<file path="src/sv/pdu_pkg.sv">
package pdu_pkg;

  localparam int unsigned QBITS = 32;
  localparam int unsigned AD_W  = 48;
  localparam int unsigned DEN_W = 49;

  localparam logic signed [31:0] DEP_MAX = 32'sh7FFF_FFFF;
  localparam logic signed [31:0] DEP_MIN = 32'sh8000_0000;

  typedef struct packed {
    logic [11:0] row;
    logic [11:0] col;
    logic        last;
    logic        eof;
  } side_t;

endpackage

</file>
<file path="src/sv/pdu_den.sv">
module pdu_den (
  input  logic                       clk,
  input  logic                       rst_n,
  input  logic                       adv,
  input  logic                       pix_valid,
  input  logic signed [31:0]         pix_nx,
  input  logic signed [31:0]         pix_ny,
  input  logic signed [31:0]         pix_nz,
  input  logic signed [31:0]         pix_dist,
  input  logic signed [15:0]         pix_uq,
  input  logic signed [15:0]         pix_vq,
  input  pdu_pkg::side_t             pix_side,
  output logic                       d_valid,
  output logic [31:0]                d_an,
  output logic [pdu_pkg::AD_W-1:0]   d_ad,
  output logic                       d_neg,
  output logic                       d_zero,
  output logic                       d_sat,
  output pdu_pkg::side_t             d_side
);
  import pdu_pkg::*;

  logic                    v1_r, v2_r;
  logic signed [47:0]      pu_r, pv_r;
  logic signed [31:0]      nz_r, dist_r;
  side_t                   side1_r, side2_r;
  logic [31:0]             an_r;
  logic [AD_W-1:0]         ad_r;
  logic                    neg_r, zero_r, sat_r;

  logic signed [DEN_W-1:0] den;
  logic [DEN_W-1:0]        den_abs;
  logic [31:0]             an_nxt;

  assign den = DEN_W'(pu_r) + DEN_W'(pv_r) + DEN_W'($signed({nz_r, 16'h0000}));
  assign den_abs = den[DEN_W-1] ? DEN_W'(-den) : DEN_W'(den);
  assign an_nxt  = dist_r[31] ? 32'(-dist_r) : 32'(dist_r);

  always_ff @(posedge clk) begin
    if (!rst_n) begin
      v1_r <= 1'b0;
      v2_r <= 1'b0;
    end else if (adv) begin
      v1_r <= pix_valid;
      v2_r <= v1_r;
    end
  end

  always_ff @(posedge clk) begin
    if (adv) begin
      pu_r    <= pix_nx * pix_uq;
      pv_r    <= pix_ny * pix_vq;
      nz_r    <= pix_nz;
      dist_r  <= pix_dist;
      side1_r <= pix_side;
      an_r    <= an_nxt;
      ad_r    <= den_abs[AD_W-1:0];
      neg_r   <= dist_r[31] != den[DEN_W-1];
      zero_r  <= den == '0;
      sat_r   <= {16'h0000, an_nxt} >= den_abs[AD_W-1:0];
      side2_r <= side1_r;
    end
  end

  assign d_valid = v2_r;
  assign d_an    = an_r;
  assign d_ad    = ad_r;
  assign d_neg   = neg_r;
  assign d_zero  = zero_r;
  assign d_sat   = sat_r;
  assign d_side  = side2_r;

endmodule

</file>
<file path="config.mk">
export PLATFORM = sky130hd
export DESIGN_NAME = pdu_den
export DESIGN_NICKNAME = d
export VERILOG_FILES = /design/src/sv/pdu_pkg.sv /design/src/sv/pdu_den.sv
export SDC_FILE = /design/constraint.sdc
export NUM_CORES = 2
export LEC_CHECK = 0
export BUFFER_PORTS_ARGS = -buffer_cell sky130_fd_sc_hd__buf_2
export CORE_UTILIZATION = 64
export DETAILED_ROUTE_END_ITERATION = 12
export PLACE_DENSITY = 0.9
export REMOVE_ABC_BUFFERS = 1
export SLEW_MARGIN = 25
export SYNTH_ARGS = -nofsm -noshare
export SYNTH_HDL_FRONTEND = slang
export SYNTH_SLANG_ARGS = --single-unit
</file>
<file path="constraint.sdc">
create_clock -name clk -period 10.4 [get_ports clk]
set_input_delay 2.08 -clock clk [delete_from_list [all_inputs] [get_ports clk]]
set_output_delay 2.08 -clock clk [all_outputs]
set_load 0.01 [all_outputs]
</file>
# After elaboration in Yosys (flattened, before gate mapping)
# Index checks and enable logic that the tools add are counted.
# word_totals
ff_bits	297
out_inout_bits	110
elab_cells	30
# op_classes
add_sub_neg	4
multipliers	2
order_cmp	1
n_eq_ne	1
n_mux	2
n_reduce_logical	1
# ops
operator	n
32-bit by 16-bit multiplier with 48-bit output	2
48-bit by 48-bit adder with 49-bit output	1
49-bit by 48-bit adder with 49-bit output	1
49-bit zero test	1
32-bit by 48-bit greater-or-equal comparator with 1-bit output	1
48-bit two-way mux	1
48-bit negator	1
32-bit two-way mux	1
32-bit negator	1
1-bit inequality test	1

# Longest topological paths before layout
# logic_depth
word_depth	5
mapped_depth	33

# Worst setup path before layout
# OpenSTA, ideal clock, no wires.
# synth_path
path_kind	input -> register
startpoint	input port pix_nx[7]
endpoint	register pu_r[47] (data pin)
setup_ps	260
arrival_time_ps	8300
slack_ps	1840
cell_stages	27
n_path_buf	1
path_cell_list	clkbuf_1 > nand2_1 > fa_1 > inv_1 > fa_1 > inv_1 > fa_1 > inv_1 > fa_1 > fa_1 > inv_1 > fa_1 > inv_1 > ha_1 > a21oi_1 > o21ai_0 > a311oi_1 > o21ai_0 > o211ai_1 > a21oi_1 > o31ai_1 > o21bai_1 > a21oi_1 > o21ai_0 > a211o_1 > a21oi_1 > xnor2_1
# synth_between
elab_chain_cells	1
# synth_rtl
element	line	source
start: declaration	pdu_den.sv:6	input logic signed [31:0] pix_nx,
32-bit by 16-bit multiplier with 48-bit output	pdu_den.sv:51	pu_r <= pix_nx * pix_uq;
end signal: assignment	pdu_den.sv:51	
end: declaration	pdu_den.sv:24	logic signed [47:0] pu_r, pv_r;
# No other way between the ends.
# A chain may end at the register's enable or synchronous reset.

# Worst setup path in the final report
# layout_path
startpoint	input port pix_uq[2]
endpoint	register pu_r[47] (data pin)
# layout_between
elab_chain_cells	1
# layout_rtl
element	line	source
start: declaration	pdu_den.sv:10	input logic signed [15:0] pix_uq,
32-bit by 16-bit multiplier with 48-bit output	pdu_den.sv:51	
# No other way between the ends.

==> run summary <==
TIMING
--------------------------------------------------------------------------------------------------
Setup clock skew after layout .......................................................    0.0472 ns
Final Max Slew Viols ................................................................            0
Worst-margin pin slew ...............................................................      1.10 ns
Count of endpoints failing hold in the final timing report ..........................            0
Count of final setup violators ......................................................            0
Share of the cycle needed by the critical path after routing ........................        89.4%
Minimum clock period ................................................................      9.30 ns
Timing-limited maximum frequency ....................................................    0.108 GHz
Accumulated negative setup slack ....................................................         0 ns
Worst Hold Slack ....................................................................     0.420 ns
RSZ-0062 raised after global routing ................................................        false
Max transition margin ...............................................................        26.1%

CLOCK NETWORK
--------------------------------------------------------------------------------------------------
Clock tree from TritonCTS ...........................................................         done
Number of buffers between clock root and the deepest sink ...........................            3
Clock latency on the worst-skew pair ................................................      0.61 ns
Number of CTS-inserted buffers ......................................................           30
Level count of the clock H-tree .....................................................            1
Root cell of the clock tree .........................................................    clkbuf_16
Count of hold-fix buffers inserted at cts ...........................................            0
Clock sink count ....................................................................          297
Number of buffers added for setup after CTS .........................................            0
Clock transition time at the flip-flop clock pins of the worst setup and hold paths .      0.06 ns
Cells resized by post-CTS repair ....................................................            0

LOGIC SYNTHESIS
--------------------------------------------------------------------------------------------------
Yosys cell types ....................................................................           74
Post-synthesis sequential element count .............................................          297
Share of the synthesized area in the top cell type ..................................        40.0%
Seq/Total Area, Yosys ...............................................................        17.7%
Mean area per synthesized cell ......................................................    9.80 um^2
Largest cells by area after synthesis ............................................... fa_1 (40%), edfxtp_1 (18%), inv_1 (8.7%)
Post-synth EDFFs ....................................................................          295
Number of instances in the synthesized netlist ......................................         5130
Share of synthesized flip-flops with an asynchronous set or reset ...................           0%
Biggest area consumer among synthesized cells .......................................         fa_1
Most used DFF post-synth ............................................................     edfxtp_1
Combined area of all synthesized cells ..............................................  0.0503 mm^2
Number of warnings reported in the yosys synthesis log ..............................            0

JOB
--------------------------------------------------------------------------------------------------
Max-cap viol count ..................................................................            0

WORST SETUP PATH
--------------------------------------------------------------------------------------------------
Largest stage delay on the critical path ............................................      0.57 ns
Worst Setup End Kind ................................................................     register
Cell type with the highest occurrence count on the critical path ....................         fa_1
Setup CP Type ....................................................................... input pin to register
Depth of the most critical reg-to-reg path ..........................................           28
Required time at the worst-slack endpoint ...........................................     10.72 ns
Signal arrival time at the worst endpoint ...........................................      9.61 ns
Crit path max fanout ................................................................           32
Crit-path slowest cell ..............................................................        buf_2
Category of the worst setup path launch point .......................................    input pin

GLOBAL ROUTING
--------------------------------------------------------------------------------------------------
Largest net degree at the start of global routing ...................................          101
Antenna violations before repair ....................................................            8
Overflow left after global routing ..................................................            0
Total track usage ...................................................................        32.7%
Number of global-route vias before repair ...........................................        39880
Global-route wire length before repair ..............................................    201000 um

PLACE
--------------------------------------------------------------------------------------------------
Placed Instance Area ................................................................  0.0525 mm^2
Final HPWL from detailed placement ..................................................    102000 um
Final estimated routing congestion in global placement ..............................        0.942
Cell count after placement ..........................................................         6303
Port-buffer cells ...................................................................          299

HOLD PATH
--------------------------------------------------------------------------------------------------
Number of cells on the worst hold path ..............................................            0
Path category of the worst min-delay check .......................................... register to register

DETAILED ROUTING
--------------------------------------------------------------------------------------------------
Wire length reported by the detailed router .........................................    125000 um
Antenna viol nets, final ............................................................            0
Detail-routed net length per standard cell ..........................................      19.7 um
Via count of the routed design ......................................................        37305
1st-iter DRT viols ..................................................................         2921
Pre-antenna DRT Iters ...............................................................            6
Residual DRC ........................................................................            0
Vias per Instance ...................................................................         5.86

DIE
--------------------------------------------------------------------------------------------------
Chip width ..........................................................................       282 um
Row count ...........................................................................          102
Number of I/O pins ..................................................................          300
Core Box Area .......................................................................  0.0776 mm^2
Height of the die ...................................................................       282 um
Total Die Area ......................................................................  0.0797 mm^2
Initial Utilization .................................................................        64.8%

CELLS AND AREA
--------------------------------------------------------------------------------------------------
Post-layout net count ...............................................................         6816
Ratio of cells with drive above 1 in the final layout ...............................        7.39%
Finished layout cell area ...........................................................  0.0535 mm^2
Finished Layout Cells ...............................................................         6368
Number of fill cells in the layout ..................................................         5575
P&R area growth vs syn ..............................................................        6.48%

STATUS
--------------------------------------------------------------------------------------------------
Result of the run ................................................................... finished, final reports clean

## worst max-delay path: cells and delay by family
family / cells / cell delay (ns)
compound gates: 12 / 3.19
simple gates: 1 / 0.17
buf+inv: 4 / 0.72
xor+xnor: 1 / 0.08
fa+ha+maj: 7 / 3.34
## per-layer routing
layer / global-route usage, % / up-vias / share of wire, %
met2: 54.1 / 2101 / 49
met3: 5.84 / 599 / 9.4
met1: 39.7 / 18620 / 35
li1: - / 15983 / -
met4: 20.9 / 2 / 7.4
met5: 0 / - / 0.010
## placed cells by master (no fill, tap or decap), drive strengths merged, types with 38 or more instances in the layout
| cell type | n |
|---|---|
| nor2 | 148 |
| a21o | 77 |
| edfxtp | 295 |
| a21oi | 139 |
| buf | 315 |
| xnor2 | 142 |
| ha | 325 |
| nand2 | 648 |
| inv | 1173 |
| o21ai | 106 |
| nand2b | 38 |
| xor2 | 66 |
| and2 | 416 |
| fa | 1005 |
## synthesized netlist by cell type, types with 5 or more instances
cell and instances:
a211o_1 7, a211oi_1 17, a21o_1 77, a21oi_1 139, a31o_2 5, a31oi_1 16, a41oi_1 6, and2_1 416
and3_1 25, buf_1 6, clkbuf_1 172, edfxtp_1 295, fa_1 1005, ha_1 325, inv_1 1168, mux2i_1 5
nand2_1 648, nand2b_1 38, nand3_1 36, nand4_1 17, nor2_1 148, nor2b_1 24, nor3_1 28, nor4_1 9
o211ai_1 9, o21a_1 20, o21ai_0 98, o21ai_1 7, o21bai_1 18, o31ai_1 23, o41ai_1 12, or2_2 11
or3_1 18, or4_1 10, xnor2_1 142, xor2_1 66
## cell type report
class                           count  area [um^2]  area share [%]
Antenna cell                        8         20.0          0.0374
Clock buffer                       32          758            1.42
Clock inverter                     24          210           0.393
Inverter                         1170         4390            8.21
Multi-Input combinational cell   3482        36300            67.8
Sequential cell                   297         8900            16.6
Tap cell                         1040         1300            2.43
Timing Repair Buffer              315         1630            3.05
## state kept, by name (all words and copies together) (netlist names)
register  cells
v1_r          1
pv_r         48
d_side       26
d_zero        1
dist_r       32
d_an         32
side1_r      26
d_valid       1
nz_r         32
pu_r         48
d_sat         1
d_ad         48
d_neg         1
## stage by stage
step	utilization, %	setup slack, ns
after floorplan	-	2.12
after detailed placement	67.7	0.698
final	69.0	1.10
after global routing	69.0	0.755
after global placement	67.7	0.874
after CTS	68.9	1.26
## kinds of logic after synthesis
| kind of cell | count (synthesis) | share of synthesized area, % |
|---|---|---|
| adders and majority gates | 1330 | 48.1 |
| AOI/OAI and AO/OA | 493 | 6.32 |
| buffers and inverters | 1351 | 10.1 |
| xor gates and xnor gates | 208 | 3.62 |
| muxes | 5 | 0.0996 |
| DFF | 297 | 17.7 |
| and+or+nand+nor | 1446 | 14.0 |
## path summary, 6_finish.rpt
check	start	endpoint	slack, ns
setup reg to reg	nz_r[10]	d_sat	1.22
hold reg to reg	side1_r[5]	d_side[5]	0.42
hold / removal	side1_r[5]	d_side[5]	0.42
setup / recovery	pix_uq[2]	pu_r[47]	1.10
Power is not shown: default switching activity piles up to over one toggle a cycle in this logic, so the estimate is an artifact.
