[src/sv/pdu_pkg.sv]
package pdu_pkg;

  localparam int unsigned QBITS = 32;
  localparam int unsigned AD_W  = 48;
  localparam int unsigned DEN_W = 49;

  localparam logic signed [31:0] DEP_MAX = 32'sh7FFF_FFFF;
  localparam logic signed [31:0] DEP_MIN = 32'sh8000_0000;

  typedef struct packed {
    logic [11:0] row;
    logic [11:0] col;
    logic        last;
    logic        eof;
  } side_t;

endpackage

[src/sv/pdu_gen.sv]
module pdu_gen (
  input  logic                clk,
  input  logic                rst_n,
  input  logic                adv,
  input  logic [1:0]          lg,
  input  logic                in_valid,
  output logic                in_ready,
  input  logic signed [31:0]  in_coef_nx,
  input  logic signed [31:0]  in_coef_ny,
  input  logic signed [31:0]  in_coef_nz,
  input  logic signed [31:0]  in_coef_dist,
  input  logic [8:0]          in_cell_row,
  input  logic [8:0]          in_cell_col,
  input  logic                in_last_cell,
  output logic                pix_valid,
  output logic signed [31:0]  pix_nx,
  output logic signed [31:0]  pix_ny,
  output logic signed [31:0]  pix_nz,
  output logic signed [31:0]  pix_dist,
  output logic signed [15:0]  pix_uq,
  output logic signed [15:0]  pix_vq,
  output pdu_pkg::side_t      pix_side
);
  import pdu_pkg::*;

  logic               busy_r;
  logic [2:0]         s_r, t_r;
  logic signed [31:0] nx_r, ny_r, nz_r, dist_r;
  logic [8:0]         row_r, col_r;
  logic               lastc_r;
  logic               v_r;
  logic signed [31:0] onx_r, ony_r, onz_r, odist_r;
  logic signed [15:0] uq_r, vq_r;
  side_t              side_r;

  logic [2:0]         lim;
  logic               last_pix;
  logic [4:0]         ratio;
  logic signed [4:0]  off_u, off_v;
  logic [3:0]         shamt;
  logic signed [15:0] uq_nxt, vq_nxt;
  side_t              side_nxt;
  logic               acc;

  assign lim      = 3'((4'd1 << lg) - 4'd1);
  assign last_pix = (t_r == lim) && (s_r == lim);
  assign ratio    = 5'(5'd1 << lg);
  assign off_u    = $signed({1'b0, t_r, 1'b1}) - $signed(ratio);
  assign off_v    = $signed({1'b0, s_r, 1'b1}) - $signed(ratio);
  assign shamt    = 4'd15 - {2'b00, lg};
  assign uq_nxt   = $signed({{11{off_u[4]}}, off_u}) <<< shamt;
  assign vq_nxt   = $signed({{11{off_v[4]}}, off_v}) <<< shamt;

  always_comb begin
    side_nxt.row  = 12'(({3'b000, row_r} << lg) + {9'd0, s_r});
    side_nxt.col  = 12'(({3'b000, col_r} << lg) + {9'd0, t_r});
    side_nxt.last = last_pix;
    side_nxt.eof  = last_pix && lastc_r;
  end

  assign in_ready = !busy_r || (adv && last_pix);
  assign acc      = in_valid && in_ready;

  always_ff @(posedge clk) begin
    if (!rst_n) begin
      busy_r <= 1'b0;
      s_r    <= '0;
      t_r    <= '0;
      v_r    <= 1'b0;
    end else begin
      if (adv) begin
        v_r <= busy_r;
      end
      if (acc) begin
        busy_r <= 1'b1;
        s_r    <= '0;
        t_r    <= '0;
      end else if (adv && busy_r) begin
        if (last_pix) begin
          busy_r <= 1'b0;
        end else if (t_r == lim) begin
          t_r <= '0;
          s_r <= s_r + 3'd1;
        end else begin
          t_r <= t_r + 3'd1;
        end
      end
    end
  end

  always_ff @(posedge clk) begin
    if (acc) begin
      nx_r    <= in_coef_nx;
      ny_r    <= in_coef_ny;
      nz_r    <= in_coef_nz;
      dist_r  <= in_coef_dist;
      row_r   <= in_cell_row;
      col_r   <= in_cell_col;
      lastc_r <= in_last_cell;
    end
    if (adv && busy_r) begin
      onx_r   <= nx_r;
      ony_r   <= ny_r;
      onz_r   <= nz_r;
      odist_r <= dist_r;
      uq_r    <= uq_nxt;
      vq_r    <= vq_nxt;
      side_r  <= side_nxt;
    end
  end

  assign pix_valid = v_r;
  assign pix_nx    = onx_r;
  assign pix_ny    = ony_r;
  assign pix_nz    = onz_r;
  assign pix_dist  = odist_r;
  assign pix_uq    = uq_r;
  assign pix_vq    = vq_r;
  assign pix_side  = side_r;

endmodule

[config.mk]
export PLATFORM = sky130hd
export DESIGN_NAME = pdu_gen
export DESIGN_NICKNAME = d
export VERILOG_FILES = /design/src/sv/pdu_pkg.sv /design/src/sv/pdu_gen.sv
export SDC_FILE = /design/constraint.sdc
export NUM_CORES = 1
export LEC_CHECK = 0
export ABC_AREA = 1
export BUFFER_PORTS_ARGS = -buffer_cell sky130_fd_sc_hd__buf_2
export CAP_MARGIN = 25
export CORE_UTILIZATION = 55
export CTS_CLUSTER_DIAMETER = 80
export DETAILED_ROUTE_END_ITERATION = 7
export GPL_ROUTABILITY_DRIVEN = 0
export HOLD_SLACK_MARGIN = 0.03
export PLACE_DENSITY = 0.95
export SYNTH_ARGS = -nofsm -noshare
export SYNTH_HDL_FRONTEND = slang
export SYNTH_SLANG_ARGS = --single-unit
[constraint.sdc]
create_clock -name clk -period 7.9 [get_ports clk]
set_clock_uncertainty 0.15 [all_clocks]
set_input_delay 0.79 -clock clk [delete_from_list [all_inputs] [get_ports clk]]
set_output_delay 0.79 -clock clk [all_outputs]
set_load 0.03 [all_outputs]
# Word-level counts from Yosys, hierarchy flattened
# Cells that the tools add are included.
# word_totals
out_inout_bits,188
register_bits,341
wordCells,56
inputBits,153
# classes
n_addsub,8
mux,4
n_bitwise,2
eq_ne,2
n_reduce_logical,13
shifts,6
# ops
cell,n
5-bit by 4-bit <<< shifter with 16-bit output,2
12-bit by 3-bit adder with 12-bit output,2
9-bit by 2-bit left shift with 12-bit output,2
5-bit subtractor,2
3-bit by 1-bit adder with 3-bit output (second input constant),2
3-bit equality test,2
1-bit logical AND,5
1-bit by 2-bit left shift with 5-bit output (first input constant),1
2-bit AND reduction,2
2-bit nonzero test,2
1-bit by 3-bit subtractor with 4-bit output (first input constant),1
1-bit 2-to-1 mux,3
3-bit 2-to-1 mux,1
3-bit AND reduction,1
1-bit by 2-bit left shift with 3-bit output (first input constant),1
3-bit by 1-bit subtractor with 3-bit output (second input constant),1
1-bit inverter,2
2-bit OR reduction,1
1-bit zero test,1
1-bit logical OR,1

# Longest topological paths before layout
# Gate-level depths: netlist (run 1).
# depth
ltp_word,9
depth_mapped,15
ltp_nobuf,14

# Worst setup path after synthesis (run 1)
# Ideal clock, no wire load.
# synth_path
kind,input to register
startpoint,input adv
endpoint,"register odist_r[0], in the netlist pix_dist[0] (enable)"
cell_stages,2
arrival_time_ns,3.882
required_ns,6.247
setup_slack_ns,2.365
setup_ns,1.503
n_path_buf,0
path_cell_list,nand2_1 > clkinv_1
# synth_between
elab_chain_len,1
# synth_lines
item,line_no,text
"start, declared",pdu_gen.sv:4,"input logic adv,"
1-bit logical AND,pdu_gen.sv:101,if (adv && busy_r) begin
"end signal, assigned",pdu_gen.sv:105,odist_r <= dist_r;
"end, declared",pdu_gen.sv:32,"logic signed [31:0] onx_r, ony_r, onz_r, odist_r;"
# No other way between the ends.
# A chain may end at the register's enable or synchronous reset.

# Final worst setup path (run 1)
# layout_path
startpoint,input lg[0]
endpoint,register row_r[1] (enable)
# layout_between
elab_chain_len,7
word_cells_on_any_way,8
cone_classes,1 x add/sub; 2 x eq/ne; 1 x shift; 4 x reduce/logical
# layout_lines
item,line_no,text
"start, declared",pdu_gen.sv:5,"input logic [1:0] lg,"
1-bit by 2-bit left shift with 3-bit output (*),pdu_gen.sv:45,assign lim = 3'((4'd1 << lg) - 4'd1);
3-bit by 1-bit subtractor with 3-bit output (*),pdu_gen.sv:45,
3-bit equality test,pdu_gen.sv:46,assign last_pix = (t_r == lim) && (s_r == lim);
1-bit logical AND (*),pdu_gen.sv:46,
1-bit logical AND (*),pdu_gen.sv:61,assign in_ready = !busy_r || (adv && last_pix);
1-bit logical OR (*),pdu_gen.sv:61,
1-bit logical AND (*),pdu_gen.sv:62,assign acc = in_valid && in_ready;
net acc,pdu_gen.sv:43,logic acc;
"end signal, assigned",pdu_gen.sv:97,row_r <= in_cell_row;
"end, declared",pdu_gen.sv:29,"logic [8:0] row_r, col_r;"
# The timed path passes the listed nets; every way through them passes the cells marked *.

==> results.md, run 1 <==
- The run finished with clean final reports.
- The internal portion of the total power is around 2.9 mW.
- The global-route wire length before repair is around 36,000 µm.
- For the worst setup path, the data arrival time is around 3.5 ns.
- The fraction of power consumed by the clock network is 39.0%.
- The hold-fix buffer count after cts is 0.
- The stage delay of the slowest cell on the critical path is 0.50 ns.
- The worst register-to-register path ends at row_r[1]$_DFFE_PP_.
- In this run, the number of DRC markers left after iteration 0 of detailed routing was between 400 and 500.
- The die covers 0.0212 mm².
- Relative to the synthesized area, the layout overhead comes to 24.6%.
- The count of buffers inserted at the top-level ports is 316.
- Along the worst path, the maximum fanout reaches 72.
- The cell row count is 52.
- The minimum clock period is 3.44 ns.
- Buffers added to address setup during post-CTS repair amount to 0.
- The cell sitting at the root of the clock tree is a sky130_fd_sc_hd__clkbuf_16.
- The number of instances in the synthesized netlist is 660.
- The number of antenna-violating nets in the routed design is 0.
- The worst register-to-register path begins at s_r[1]$_SDFFE_PP0P_.
- The maximum clock frequency is 0.290 GHz.
- Before antenna repair, the detailed router went through 4 iterations.
- Clock-pin slew was measured on the worst setup and hold paths at 0.06 ns.
- Counting the buffers created by CTS gives 31.
- Counting flops with a built-in enable in the synthesized netlist gives between 300 and 400.
- The depth of the most critical reg-to-reg path is 11.
- In this run the tightest slew margin relative to its limit is 39.9%.
- The cell area that synthesis handed to floorplanning was about 0.011 mm².
- Setup repair after global routing left no endpoint under its margin.
- The area taken by flip-flops and latches is 0.00941 mm².
- For the worst setup path, the data required time is just under 8 ns.
- Of the cells placed in the final design, the portion with a size suffix greater than 1 is between 30% and 40%.
- Synthesis instantiated 35 different standard cells from the library.
- The final clock period utilization by the worst path is 43.6%.
- The number of gates resized after cts is 0.
- The primary flip-flop cell chosen by synthesis mapping is sky130_fd_sc_hd__edfxtp_1.
- The total clock sinks is 316.
- The count of final max-slew check failures came to 0.
- The net switching power is 825 µW.
- The number of max-cap violations is 0.
- The final setup violation count is 0.
- The die width is 145 µm.
- The top cell types in the final layout, fill and taps aside, are sky130_fd_sc_hd__buf_2, sky130_fd_sc_hd__edfxtp_1, sky130_fd_sc_hd__nand2_1, sky130_fd_sc_hd__inv_1, sky130_fd_sc_hd__clkbuf_16.
- Once the floorplan was initialized, standard cells occupied between 50% and 60% of the core.
- After detailed routing, the number of remaining DRC violations is 0.
- Counting flops with an async set or reset pin after synthesis yields a share of 0%.
- The clock insertion delay at the later pin of the skew report is 0.56 ns.
- The detailed-route wire length is 23,900 µm.
- The count of endpoints failing hold in the final timing report is 0.
- Summing over every cut layer, the via total after detailed routing is roughly 6,400.
- The flip-flop and latch count after synthesis is 316.
- The number of global-route vias before repair is 6,462.
- The setup slack of the worst register-to-register path is 4.96 ns.
- The share of total power dissipated in sequential elements is 53.6%.
- The count of pins on the block boundary is 341.
- The class of the tightest hold or removal check is input port to flip-flop.
- The average detailed-routed wire length per instance is roughly 18 µm.
- TritonCTS built the clock tree.
- The number of antenna violations at the first check in global routing came to 3.
- Excluding fillers, the count of instances in the completed layout stands at 1,296.
- The area of the placeable core is around 0.020 mm².
- The worst ir drop on vdd is around 0.25 mV.
- After the last flow step, the layout net total stands at 1,168.
- The analysis attributes to cell leakage a power of between 5 and 6 nW.
- The largest individual stage delay along the critical path comes from the cell sky130_fd_sc_hd__buf_2.
- The multi-input combinational cells in the finished layout cover a total of 0.00151 mm².
- The largest buffer count on any clock path is 3.
- The via-per-instance ratio is about 5.
- During synthesis, Yosys emitted a total of 0 warnings.
- After detailed placement, the design holds a cell count of 1,237.
- STA classifies the critical path startpoint as an input port.
- The critical path capture point type is a flip-flop.
- In this run the worst setup path begins at lg[0].
- Traced cell by cell, the critical path runs through buf_2 > nand2_1 > nand2_1 > nand3_1 > nor2_1 > nand3_1 > nand2_2 > nand2_2 > inv_6 > buf_4 > buf_16.
- The category of the most critical setup path is input port to flip-flop.
- The final global-route overflow total is 0.
- The largest net degree at the start of global routing is 101.
- The sequential fraction of the synthesis area is 83.1%.
- In this run the vertical extent of the chip is 145 µm.
- The switching share of power is 22.5%.
- The H-tree depth reported by CTS is 1.
- The combinational group share of total power is 7.4%.
- The HPWL after detailed placement is 16,500 µm.
- The worst-margin pin slew is 0.902 ns.
- Fill cells in the final layout number ~1,300.
- The library cell used most frequently in the layout, excluding fill and tap cells, is sky130_fd_sc_hd__buf_2.
- The overall routing resource usage is 22.4%.
- In the final timing run, aggregate negative setup slack is 0 ns.
- For this design the ratio of total power to cell area is 261 mW/mm².
- The endpoint of the worst setup timing path is row_r[1]$_DFFE_PP_.
- The mean instance size in the synthesized netlist is approximately 17 µm².
## power groups by stage
stage	Combinational, mW	Sequential, mW	Clock (mW)
2_1_floorplan	0.117	2.07	0
4_1_cts	0.271	1.97	1.46
3_5_place_dp	0.269	2.01	0
3_3_place_gp	0.259	2.00	0
6_report	0.272	1.97	1.43
5_1_grt	0.292	1.98	1.52
## how the worst min path moves through the flow
stage	start	endpoint	slack [ns]	cells past startpoint
finish	in_coef_nz[21]	nz_r[21]$_DFFE_PP_	0.25	1
global route	in_coef_nz[21]	nz_r[21]$_DFFE_PP_	0.23	1
CTS	in_coef_nx[26]	nx_r[26]$_DFFE_PP_	0.23	1
detailed placement	dist_r[12]$_DFFE_PP_	pix_dist[12]$_DFFE_PP_	0.25	0
global placement	ny_r[16]$_DFFE_PP_	pix_ny[16]$_DFFE_PP_	0.25	0
floorplan	dist_r[0]$_DFFE_PP_	pix_dist[0]$_DFFE_PP_	0.25	0
## routing by layer
layer  share of wire (%)  global-route usage [%]  wire length, µm  vias to the layer above
met1                  36                    25.6             8730                     3012
met3                 8.7                    6.36             2080                       49
li1                    -                       -                -                     3002
met2                  52                    40.9            12500                      341
met5               0.096                       0               23                        -
met4                 2.5                    6.68              599                        4
## flip-flops by register name, indices dropped and copies added (netlist names), 32 cells and up
signal,cells
pix_dist,32
nz_r,32
dist_r,32
pix_ny,32
pix_nz,32
nx_r,32
ny_r,32
pix_nx,32
## through the flow
step	worst slack [ns]	power [mW]	area [µm²]	hold slack, ns	utilization (%)
final	4.46	3.68	14100	0.254	69.7
after floorplan	2.37	2.19	11400	0.250	-
after CTS	4.20	3.70	14100	0.233	69.5
after detailed placement	3.63	2.27	13100	0.255	64.6
after global routing	4.16	3.78	14100	0.233	69.7
after global placement	3.75	2.26	13100	0.250	64.6
## cells in the mapped netlist, types with 2 or more instances
cell,count,area [µm²]
sky130_fd_sc_hd__edfxtp_1,308,9250
sky130_fd_sc_hd__nand2_1,107,402
sky130_fd_sc_hd__inv_1,51,191
sky130_fd_sc_hd__nor2_1,28,105
sky130_fd_sc_hd__buf_4,27,203
sky130_fd_sc_hd__nand3_1,22,110
sky130_fd_sc_hd__nand2_2,14,87.6
sky130_fd_sc_hd__ha_1,10,125
sky130_fd_sc_hd__o21ai_0,10,50.1
sky130_fd_sc_hd__o21ai_1,9,45.0
sky130_fd_sc_hd__dfxtp_1,8,160
sky130_fd_sc_hd__nand4_1,8,50.1
sky130_fd_sc_hd__xnor2_1,8,70.1
sky130_fd_sc_hd__a21oi_1,7,35.0
sky130_fd_sc_hd__xor2_1,7,61.3
sky130_fd_sc_hd__buf_6,6,67.6
sky130_fd_sc_hd__fa_1,4,80.1
sky130_fd_sc_hd__nand3_2,3,30.0
sky130_fd_sc_hd__nor2_4,3,33.8
sky130_fd_sc_hd__o21ai_2,3,26.3
sky130_fd_sc_hd__nor3_4,2,32.5
sky130_fd_sc_hd__o221ai_1,2,17.5
## cells by family after synthesis
kind of cell | share of synthesized area, %
flip-flops | 83.1
AO/OA/AOI/OAI | 1.88
other | 0.0331
AND/OR/NAND/NOR | 7.71
adder cells (fa/ha/maj) | 1.81
buffers and inverters | 4.27
XOR/XNOR | 1.16
## layout make-up
class	instances	share of cell area, %
diodes	1	0.0177
clock buffers	40	5.81
clock inverters	17	1.27
inverters	54	1.54
multi-input cells	279	10.7
flip-flops and latches	316	66.7
well taps	270	2.40
repair buffers	319	11.5
## critical path, delay by kind of cell
kind,cells,cell delay (ns)
buf+inv,4,1.59
simple gates,7,1.02
No activity file was read; power rests on OpenSTA's default activity.
==> inputs of run 2 (changes only) <==
--- a/config.mk
+++ b/config.mk
@@ -8,12 +8,12 @@
 export ABC_AREA = 1
 export BUFFER_PORTS_ARGS = -buffer_cell sky130_fd_sc_hd__buf_2
 export CAP_MARGIN = 25
-export CORE_UTILIZATION = 55
+export CORE_UTILIZATION = 46
 export CTS_CLUSTER_DIAMETER = 80
 export DETAILED_ROUTE_END_ITERATION = 7
 export GPL_ROUTABILITY_DRIVEN = 0
 export HOLD_SLACK_MARGIN = 0.03
-export PLACE_DENSITY = 0.95
+export PLACE_DENSITY = 0.85
 export SYNTH_ARGS = -nofsm -noshare
 export SYNTH_HDL_FRONTEND = slang
 export SYNTH_SLANG_ARGS = --single-unit
==> constraint.sdc (replaced) <==
create_clock -name clk -period 2.9 [get_ports clk]
set_clock_uncertainty 0.15 [all_clocks]
set_input_delay 0.29 -clock clk [delete_from_list [all_inputs] [get_ports clk]]
set_output_delay 0.29 -clock clk [all_outputs]
set_load 0.03 [all_outputs]
==> results.md, run 2 (synthesized netlist as in run 1, its figures left out) <==
- In the final layout, the share of cells above drive strength 1 is a little over a third.
- The clock insertion delay at the later pin of the skew report is 0.49 ns.
- The worst setup path startpoint is row_r[0]$_DFFE_PP_.
- The HPWL after detailed placement is 16,100 µm.
- The die footprint is between 0.02 and 0.03 mm².
- Relative to the synthesized area, the layout overhead comes to 41.1%.
- The top fanout value on the critical path is 5.
- The number of gates resized after cts is 0.
- In this run the standard cell core region covers between 0.02 and 0.025 mm².
- The worst setup path is launched from a flip-flop.
- The TritonCTS clock tree is done.
- The flow ran to the end, and the final reports show no timing, DRC or antenna violations.
- The power density of the placed cells is 662 mW/mm².
- The worst register-to-register path begins at row_r[0]$_DFFE_PP_.
- The worst setup path is captured at a flip-flop.
- For this design the static power due to leakage is 6.42 nW.
- For this configuration, the core starts out at a cell density of 46.7%.
- After layout, the worst path uses 86.1% of the clock period.
- The cell chosen for the clock root is sky130_fd_sc_hd__clkbuf_16.
- Summed over all layers, the routed wires come to 26,900 µm.
- For this block, the via count after detailed routing is 7,165.
- Hold repair after CTS inserted 151 buffers.
- Setup repair after global routing left no endpoint under its margin.
- The worst hold path begins at lg[0].
- The layout net count is 1,334.
- OpenSTA, run right after detailed placement, puts the worst setup slack at around 0.14 ns.
- The count of final max-slew check failures is 0.
- The count of pins on the block boundary is 341.
- The number of buffers inserted by post-CTS setup repair is 0.
- The pre-antenna-repair detailed-routing pass consisted of 5 iterations.
- The floorplan step set the die height to between 150 and 200 µm.
- The count of routing violations after the opening detailed-route iteration is 534.
- The worst endpoint required time is around 3.0 ns.
- After floorplanning, the core was divided into 57 placement rows.
- The tool flagged a number of max-cap violations equal to 0.
- During placement, the flow inserted port buffers numbering roughly 320.
- The final core utilization is 65.8%.
- The library cells used most frequently in the layout, excluding fill and tap cells, are sky130_fd_sc_hd__buf_2, sky130_fd_sc_hd__edfxtp_1, sky130_fd_sc_hd__dlygate4sd3_1, sky130_fd_sc_hd__nand2_1, sky130_fd_sc_hd__inv_1.
- The critical path arrival is 2.59 ns.
- Counting every sink on the clock net gives 316.
- The residual DRC count is 0.
- After global routing the overflow that remains totals 0.
- The clock passes through at most 3 buffers.
- The path class of the tightest hold or removal check is input port to flip-flop.
- The worst path needs 2.50 ns of the cycle, external delays included.
- The first global-routing pass estimated 40,900 µm of wire.
- Once detail routing completed, the nets flagged for antenna violations numbered 0.
- The post-layout worst setup margin is 0.404 ns.
- Global routing used about a fifth of the available tracks across all layers.
- Adding up every negative setup slack in the final design gives 0 ns.
- The most common cell after layout, fill and taps aside is sky130_fd_sc_hd__buf_2.
- The worst ir drop on vdd is 0.487 mV.
- In the final routed layout, each cell accounts on average for roughly 18 µm.
- The maximum clock frequency is 0.401 GHz.
- The category of the most critical setup path is flip-flop to flip-flop.
- Dividing the detail-routed via count by the number of cells gives 4.73.
- The clock-pin slew on the worst setup and hold paths is 0.06 ns.
- The number of antenna violations at the first check in global routing came to 3.
- Entering global routing, the biggest net connects 68 pins.
- The number of global-route vias before repair was 7,654.
- The H-tree depth reported by CTS is 2.
- The count of endpoints failing hold in the final timing report is 0.
- Setup violations remaining at the end of the flow were counted as 0.
- The die width is 159 µm.
- Clock tree synthesis inserted a total of 34 buffers.
run 2: where the power goes:
part	switching, mW	leakage, nW	internal [mW]
Sequential	0.0742	2.96	5.30
Clock	1.69	0.522	2.56
Combinational	0.594	2.94	0.357
Total	2.36	6.42	8.21
run 2: cell type report:
| type | count | area (µm²) |
|---|---|---|
| Clock inverter | 18 | 196 |
| Timing Repair Buffer | 482 | 3270 |
| Clock buffer | 40 | 895 |
| Inverter | 54 | 219 |
| Fill cell | 1648 | 8280 |
| Multi-Input combinational cell | 279 | 1560 |
| Tap cell | 324 | 405 |
| Sequential cell | 316 | 9410 |
| Antenna cell | 3 | 7.51 |
run 2: final timing paths:
check	cells after the start	slack (ns)	to
worst max-delay path	12	0.40	pix_side[24]$_DFFE_PP_
worst max register to register	12	0.40	pix_side[24]$_DFFE_PP_
worst min register to register	0	0.26	pix_nz[29]$_DFFE_PP_
worst min-delay path	2	0.23	pix_vq[13]$_SDFFCE_PN0P_
run 2: critical path, stage by stage (launching register included):
cell,delay [ns]
sky130_fd_sc_hd__edfxtp_1,0.32
sky130_fd_sc_hd__inv_1,0.07
sky130_fd_sc_hd__nand2_1,0.06
sky130_fd_sc_hd__o21ai_1,0.09
sky130_fd_sc_hd__nor2_1,0.17
sky130_fd_sc_hd__inv_1,0.08
sky130_fd_sc_hd__fa_1,0.44
sky130_fd_sc_hd__o21ai_0,0.26
sky130_fd_sc_hd__nand3_2,0.15
sky130_fd_sc_hd__nor3_4,0.23
sky130_fd_sc_hd__nand2_1,0.09
sky130_fd_sc_hd__nand2_1,0.07
sky130_fd_sc_hd__nand2_1,0.05
run 2: per-stage QoR:
step | instance area, µm² | hold WS [ns] | std cells | power (mW)
after floorplan | 11500 | 0.239 | 683 | 5.96
after global placement | 13400 | 0.250 | 1304 | 6.19
after CTS | 16000 | 0.208 | 1513 | 10.6
after detailed placement | 13400 | 0.255 | 1304 | 6.23
final | 16000 | 0.231 | 1516 | 10.6
after global routing | 16000 | 0.270 | 1516 | 10.9
run 2: layer usage:
layer / GRT usage (%) / routed length (µm) / vias up
met5: 0 / 0 / -
met1: 24.1 / 10000 / 3431
met4: 8.61 / 896 / 0
met3: 6.06 / 2190 / 66
met2: 37.8 / 13700 / 335
li1: - / - / 3333
==> inputs of run 3 (changes only) <==
--- a/config.mk
+++ b/config.mk
@@ -5,15 +5,15 @@
 export SDC_FILE = /design/constraint.sdc
 export NUM_CORES = 1
 export LEC_CHECK = 0
-export ABC_AREA = 1
 export BUFFER_PORTS_ARGS = -buffer_cell sky130_fd_sc_hd__buf_2
 export CAP_MARGIN = 25
 export CORE_UTILIZATION = 46
 export CTS_CLUSTER_DIAMETER = 80
 export DETAILED_ROUTE_END_ITERATION = 7
 export GPL_ROUTABILITY_DRIVEN = 0
+export GPL_TIMING_DRIVEN = 0
 export HOLD_SLACK_MARGIN = 0.03
-export PLACE_DENSITY = 0.85
+export PLACE_DENSITY = 0.86
 export SYNTH_ARGS = -nofsm -noshare
 export SYNTH_HDL_FRONTEND = slang
 export SYNTH_SLANG_ARGS = --single-unit
==> results.md, run 3 <==
- The area growth from synthesis to layout is 43.1%.
- The setup check on the worst reg-to-reg path leaves a slack of ~0.087 ns.
- The cell count after placement is approximately 1,200.
- The top cell types in the final layout, fill and taps aside, are sky130_fd_sc_hd__buf_2, sky130_fd_sc_hd__edfxtp_1, sky130_fd_sc_hd__dlygate4sd3_1, sky130_fd_sc_hd__clkbuf_16, sky130_fd_sc_hd__buf_4.
- The highest-utilization routing layer at the global route stage is met2.
- The number of global-route vias before repair is 7,267.
- The library cell with the largest summed area after synthesis is sky130_fd_sc_hd__edfxtp_1.
- The path with the worst hold slack has its endpoint at s_r[2]$_SDFFE_PP0P_.
- The number of max-cap violations is 0.
- Walking the worst path, the cells encountered are and2_1 > ha_2 > inv_1 > fa_2 > nor2b_2 > o21ai_2 > or4_4 > or3_4 > xor2_1.
- The worst path in the final design needs a cycle of 2.81 ns, including I/O delays and setup.
- Yosys mapped a number of flops with a built-in enable equal to 308.
- For this run, global-route usage on met1 was measured as around 25%.
- The initialized floorplan defines between 50 and 60 standard-cell rows.
- The mean instance size in the synthesized netlist is 19.7 µm².
- After synthesis, the share of flip-flops with an asynchronous set or reset is 0%.
- Global routing consumed, on the met2 layer, 39.0% of the routing resources.
- The maximum clock frequency is between 0.3 and 0.4 GHz.
- The worst-margin pin slew is 0.876 ns.
- Yosys attributes the largest share of cell area to sky130_fd_sc_hd__edfxtp_1, sky130_fd_sc_hd__buf_4, sky130_fd_sc_hd__dfxtp_1.
- The count of routing violations after the opening detailed-route iteration is 409.
- The number of instances in the synthesized netlist is 569.
- By startpoint and endpoint, the worst setup path is classified as flip-flop to flip-flop.
- The class of the tightest hold or removal check is input port to flip-flop.
- Setup repair after global routing left no endpoint under its margin.
- Of the post-synthesis cell area, the dominant cell type holds 82.4%.
- The largest buffer count on any clock path is 3.
- The die covers 0.0250 mm².
- Global routing used 5.78% of the available met3 tracks.
- The total clock sinks is 316.
- The power density of the placed cells is 649 mW/mm².
- The proportion of layout cells with a drive suffix above 1 is 39.0%.
- Yosys printed 0 warnings.
- After filler insertion, the fill cell instance count of the layout stands at 1,536.
- The total negative slack is 0 ns.
- The count of buffers inserted at the top-level ports is roughly 320.
- After detailed routing, the total wire length is approximately 28,000 µm.
- The global-route wire length before repair is about 40,000 µm.
- The final clock period utilization by the worst path is 97.0%.
- By count the netlist is led by sky130_fd_sc_hd__edfxtp_1, sky130_fd_sc_hd__buf_4, sky130_fd_sc_hd__nand2_1, sky130_fd_sc_hd__inv_1.
- 341 I/O pins were placed.
- In this run the static leakage power is approximately 6.3 nW.
- Summing the sequential cell areas from Yosys gives 83.8% of the chip area.
- After clock tree synthesis, the clock-pin slew on the worst setup and hold paths is 0.06 ns.
- The flow ran to the end, and the final reports show no timing, DRC or antenna violations.
- The count of final max-slew check failures is 0.
- Across all layers, the routed design uses about 7,000 vias.
- Among all flip-flop cells after synthesis, the most frequent one is sky130_fd_sc_hd__edfxtp_1.
- The startpoint type of the worst setup path is a flip-flop.
- Measured against its own limit, the worst slew margin works out to roughly 41%.
- The end of the worst register-to-register path is pix_side[24]$_DFFE_PP_.
- Registers take between 0.009 and 0.01 mm².
- The count of endpoints failing hold in the final timing report is 0.
- After layout, the worst setup slack is roughly 0.087 ns.
- The later pin in the worst-skew pair is clocked with a latency of 0.56 ns.
- Data on the critical path is required at its endpoint by 3.06 ns.
- The worst register-to-register path has a depth of 9.
- The post-placement setup slack is -0.479 ns.
- The worst ir drop on vdd is 0.590 mV.
- In this run the standard cell core region covers 0.0237 mm².
- On the critical path, the stage with the largest delay is an instance of sky130_fd_sc_hd__or4_4.
- The most common cell after layout, fill and taps aside is sky130_fd_sc_hd__buf_2.
- The number of distinct standard cells referenced by the synthesized netlist is 57.
- For this run, the number of standard cells in the final layout without fillers is 1,445.
- The startpoint identified for the worst register-to-register timing path is row_r[0]$_DFFE_PP_.
- The via-per-instance ratio is 4.84.
- The multi-input combinational cells in the finished layout cover a total of 0.00161 mm².
- In the post-synthesis netlist, the cell with the most instances is sky130_fd_sc_hd__edfxtp_1.
- The H-tree depth reported by CTS is 1.
- The startpoint identified for the worst hold timing path is in_valid.
- The final setup violation count is 0.
- After the last flow step, the layout net total stands at between 1,000 and 1,500.
- Of all nets on the critical path, the largest fanout is 5.
- The number of detailed-route iterations in the first pass is 5.
- Counting the buffers created by CTS gives 31.
- The total power is 10.4 mW.
- The post-synth design cell area is 0.0112 mm².
- For this configuration, the core starts out at a cell density of 47.4%.
- The HPWL after detailed placement is 16,800 µm.
- Measured along the y axis, the die boundary spans 158 µm.
- Along the worst hold path, the cell count comes to 3.
- In this run the clock root is driven by a sky130_fd_sc_hd__clkbuf_16.
- The worst setup path is captured at a flip-flop.
- The number of antenna violations at the first check in global routing is 3.
- The residual DRC count is 0.
- For this run the aggregate overflow at the end of global routing stands at 0.
- Measured along the x axis, the die boundary spans between 150 and 200 µm.
- The largest single stage delay on the critical path is ~0.43 ns.
- Entering global routing, the biggest net connects just under 60 pins.
- TritonCTS built the clock tree.
- In the final routed layout, each cell accounts on average for just under 20 µm.
- For the worst setup path, the data arrival time is 2.98 ns.
- The count of nets left with antenna violations once routing finished came out at 0.
- In the global route stage, overall resource usage came out at 21.6%.
- After synthesis the netlist holds a flip-flop and latch count of between 300 and 400.
-- run 3: layer usage --
layer / vias up / share of wire [%]
met5: - / 0.047
met4: 2 / 2.9
met3: 68 / 7.7
met2: 357 / 53
met1: 3349 / 36
li1: 3217 / -
-- run 3: layout make-up --
class | instances | area share [%]
flip-flops and latches | 316 | 58.6
diodes | 2 | 0.0312
plain buffers | 36 | 1.85
clock buffers | 35 | 4.92
inverters | 17 | 0.421
clock inverters | 23 | 1.60
repair buffers | 473 | 20.0
well taps | 319 | 2.49
multi-input cells | 224 | 10.1
-- run 3: cells by family (layout without fill, tap and decap cells) --
family,after synthesis,in the layout,share of synthesized area (%)
DFF,316,316,83.8
and+or+nand+nor,83,84,3.89
AOI/OAI and AO/OA,61,61,3.58
buffers and inverters,53,584,2.83
muxes,24,24,2.68
xor gates and xnor gates,17,17,1.33
adders and majority gates,14,14,1.83
other,1,26,0.0334
-- run 3: through the flow --
step	instance area (µm²)	utilization, %	hold slack (ns)
2_1_floorplan	11400	-	0.239
3_3_place_gp	13300	56.3	0.250
3_5_place_dp	13500	56.8	0.255
4_1_cts	16000	67.7	0.0637
5_1_grt	16100	67.8	0.0650
6_report	16100	67.8	0.0757
-- run 3: timing repair --
action,in CTS,in global routing
setup buffers,2,1
hold buffers,150,0
resized for setup,0,5
endpoints found under the hold margin,154,0
pin swaps,2,1
gates cloned,1,0
setup endpoints to repair,112,2
-- run 3: power breakdown --
part / internal [mW] / switching, mW / leakage [nW]
Combinational: 0.398 / 0.562 / 2.81
Sequential: 5.28 / 0.0751 / 2.96
Clock: 2.41 / 1.69 / 0.512
Total: 8.09 / 2.33 / 6.28
-- run 3: worst max-delay path: cells and delay by family (launching register included) --
family / cells / cell delay [ns]
AND/OR/NAND/NOR: 4 / 1.13
adder cells (fa/ha/maj): 2 / 0.56
flip-flops: 1 / 0.40
XOR/XNOR: 1 / 0.15
AO/OA/AOI/OAI: 1 / 0.12
buffers and inverters: 1 / 0.06
-- run 3: how the worst max path moves through the flow --
stage | startpoint | endpoint | slack [ns] | cells past startpoint
after floorplan | busy_r$_SDFFE_PN0P_ | s_r[2]$_SDFFE_PP0P_ | -0.63 | 5
after global placement | adv | s_r[2]$_SDFFE_PP0P_ | -1.81 | 6
after detailed placement | lg[0] | pix_side[24]$_DFFE_PP_ | -0.48 | 12
after CTS | t_r[1]$_SDFFE_PP0P_ | in_ready | 0.008 | 5
after global routing | lg[0] | pix_side[24]$_DFFE_PP_ | 0.005 | 13
final | row_r[0]$_DFFE_PP_ | pix_side[24]$_DFFE_PP_ | 0.09 | 9
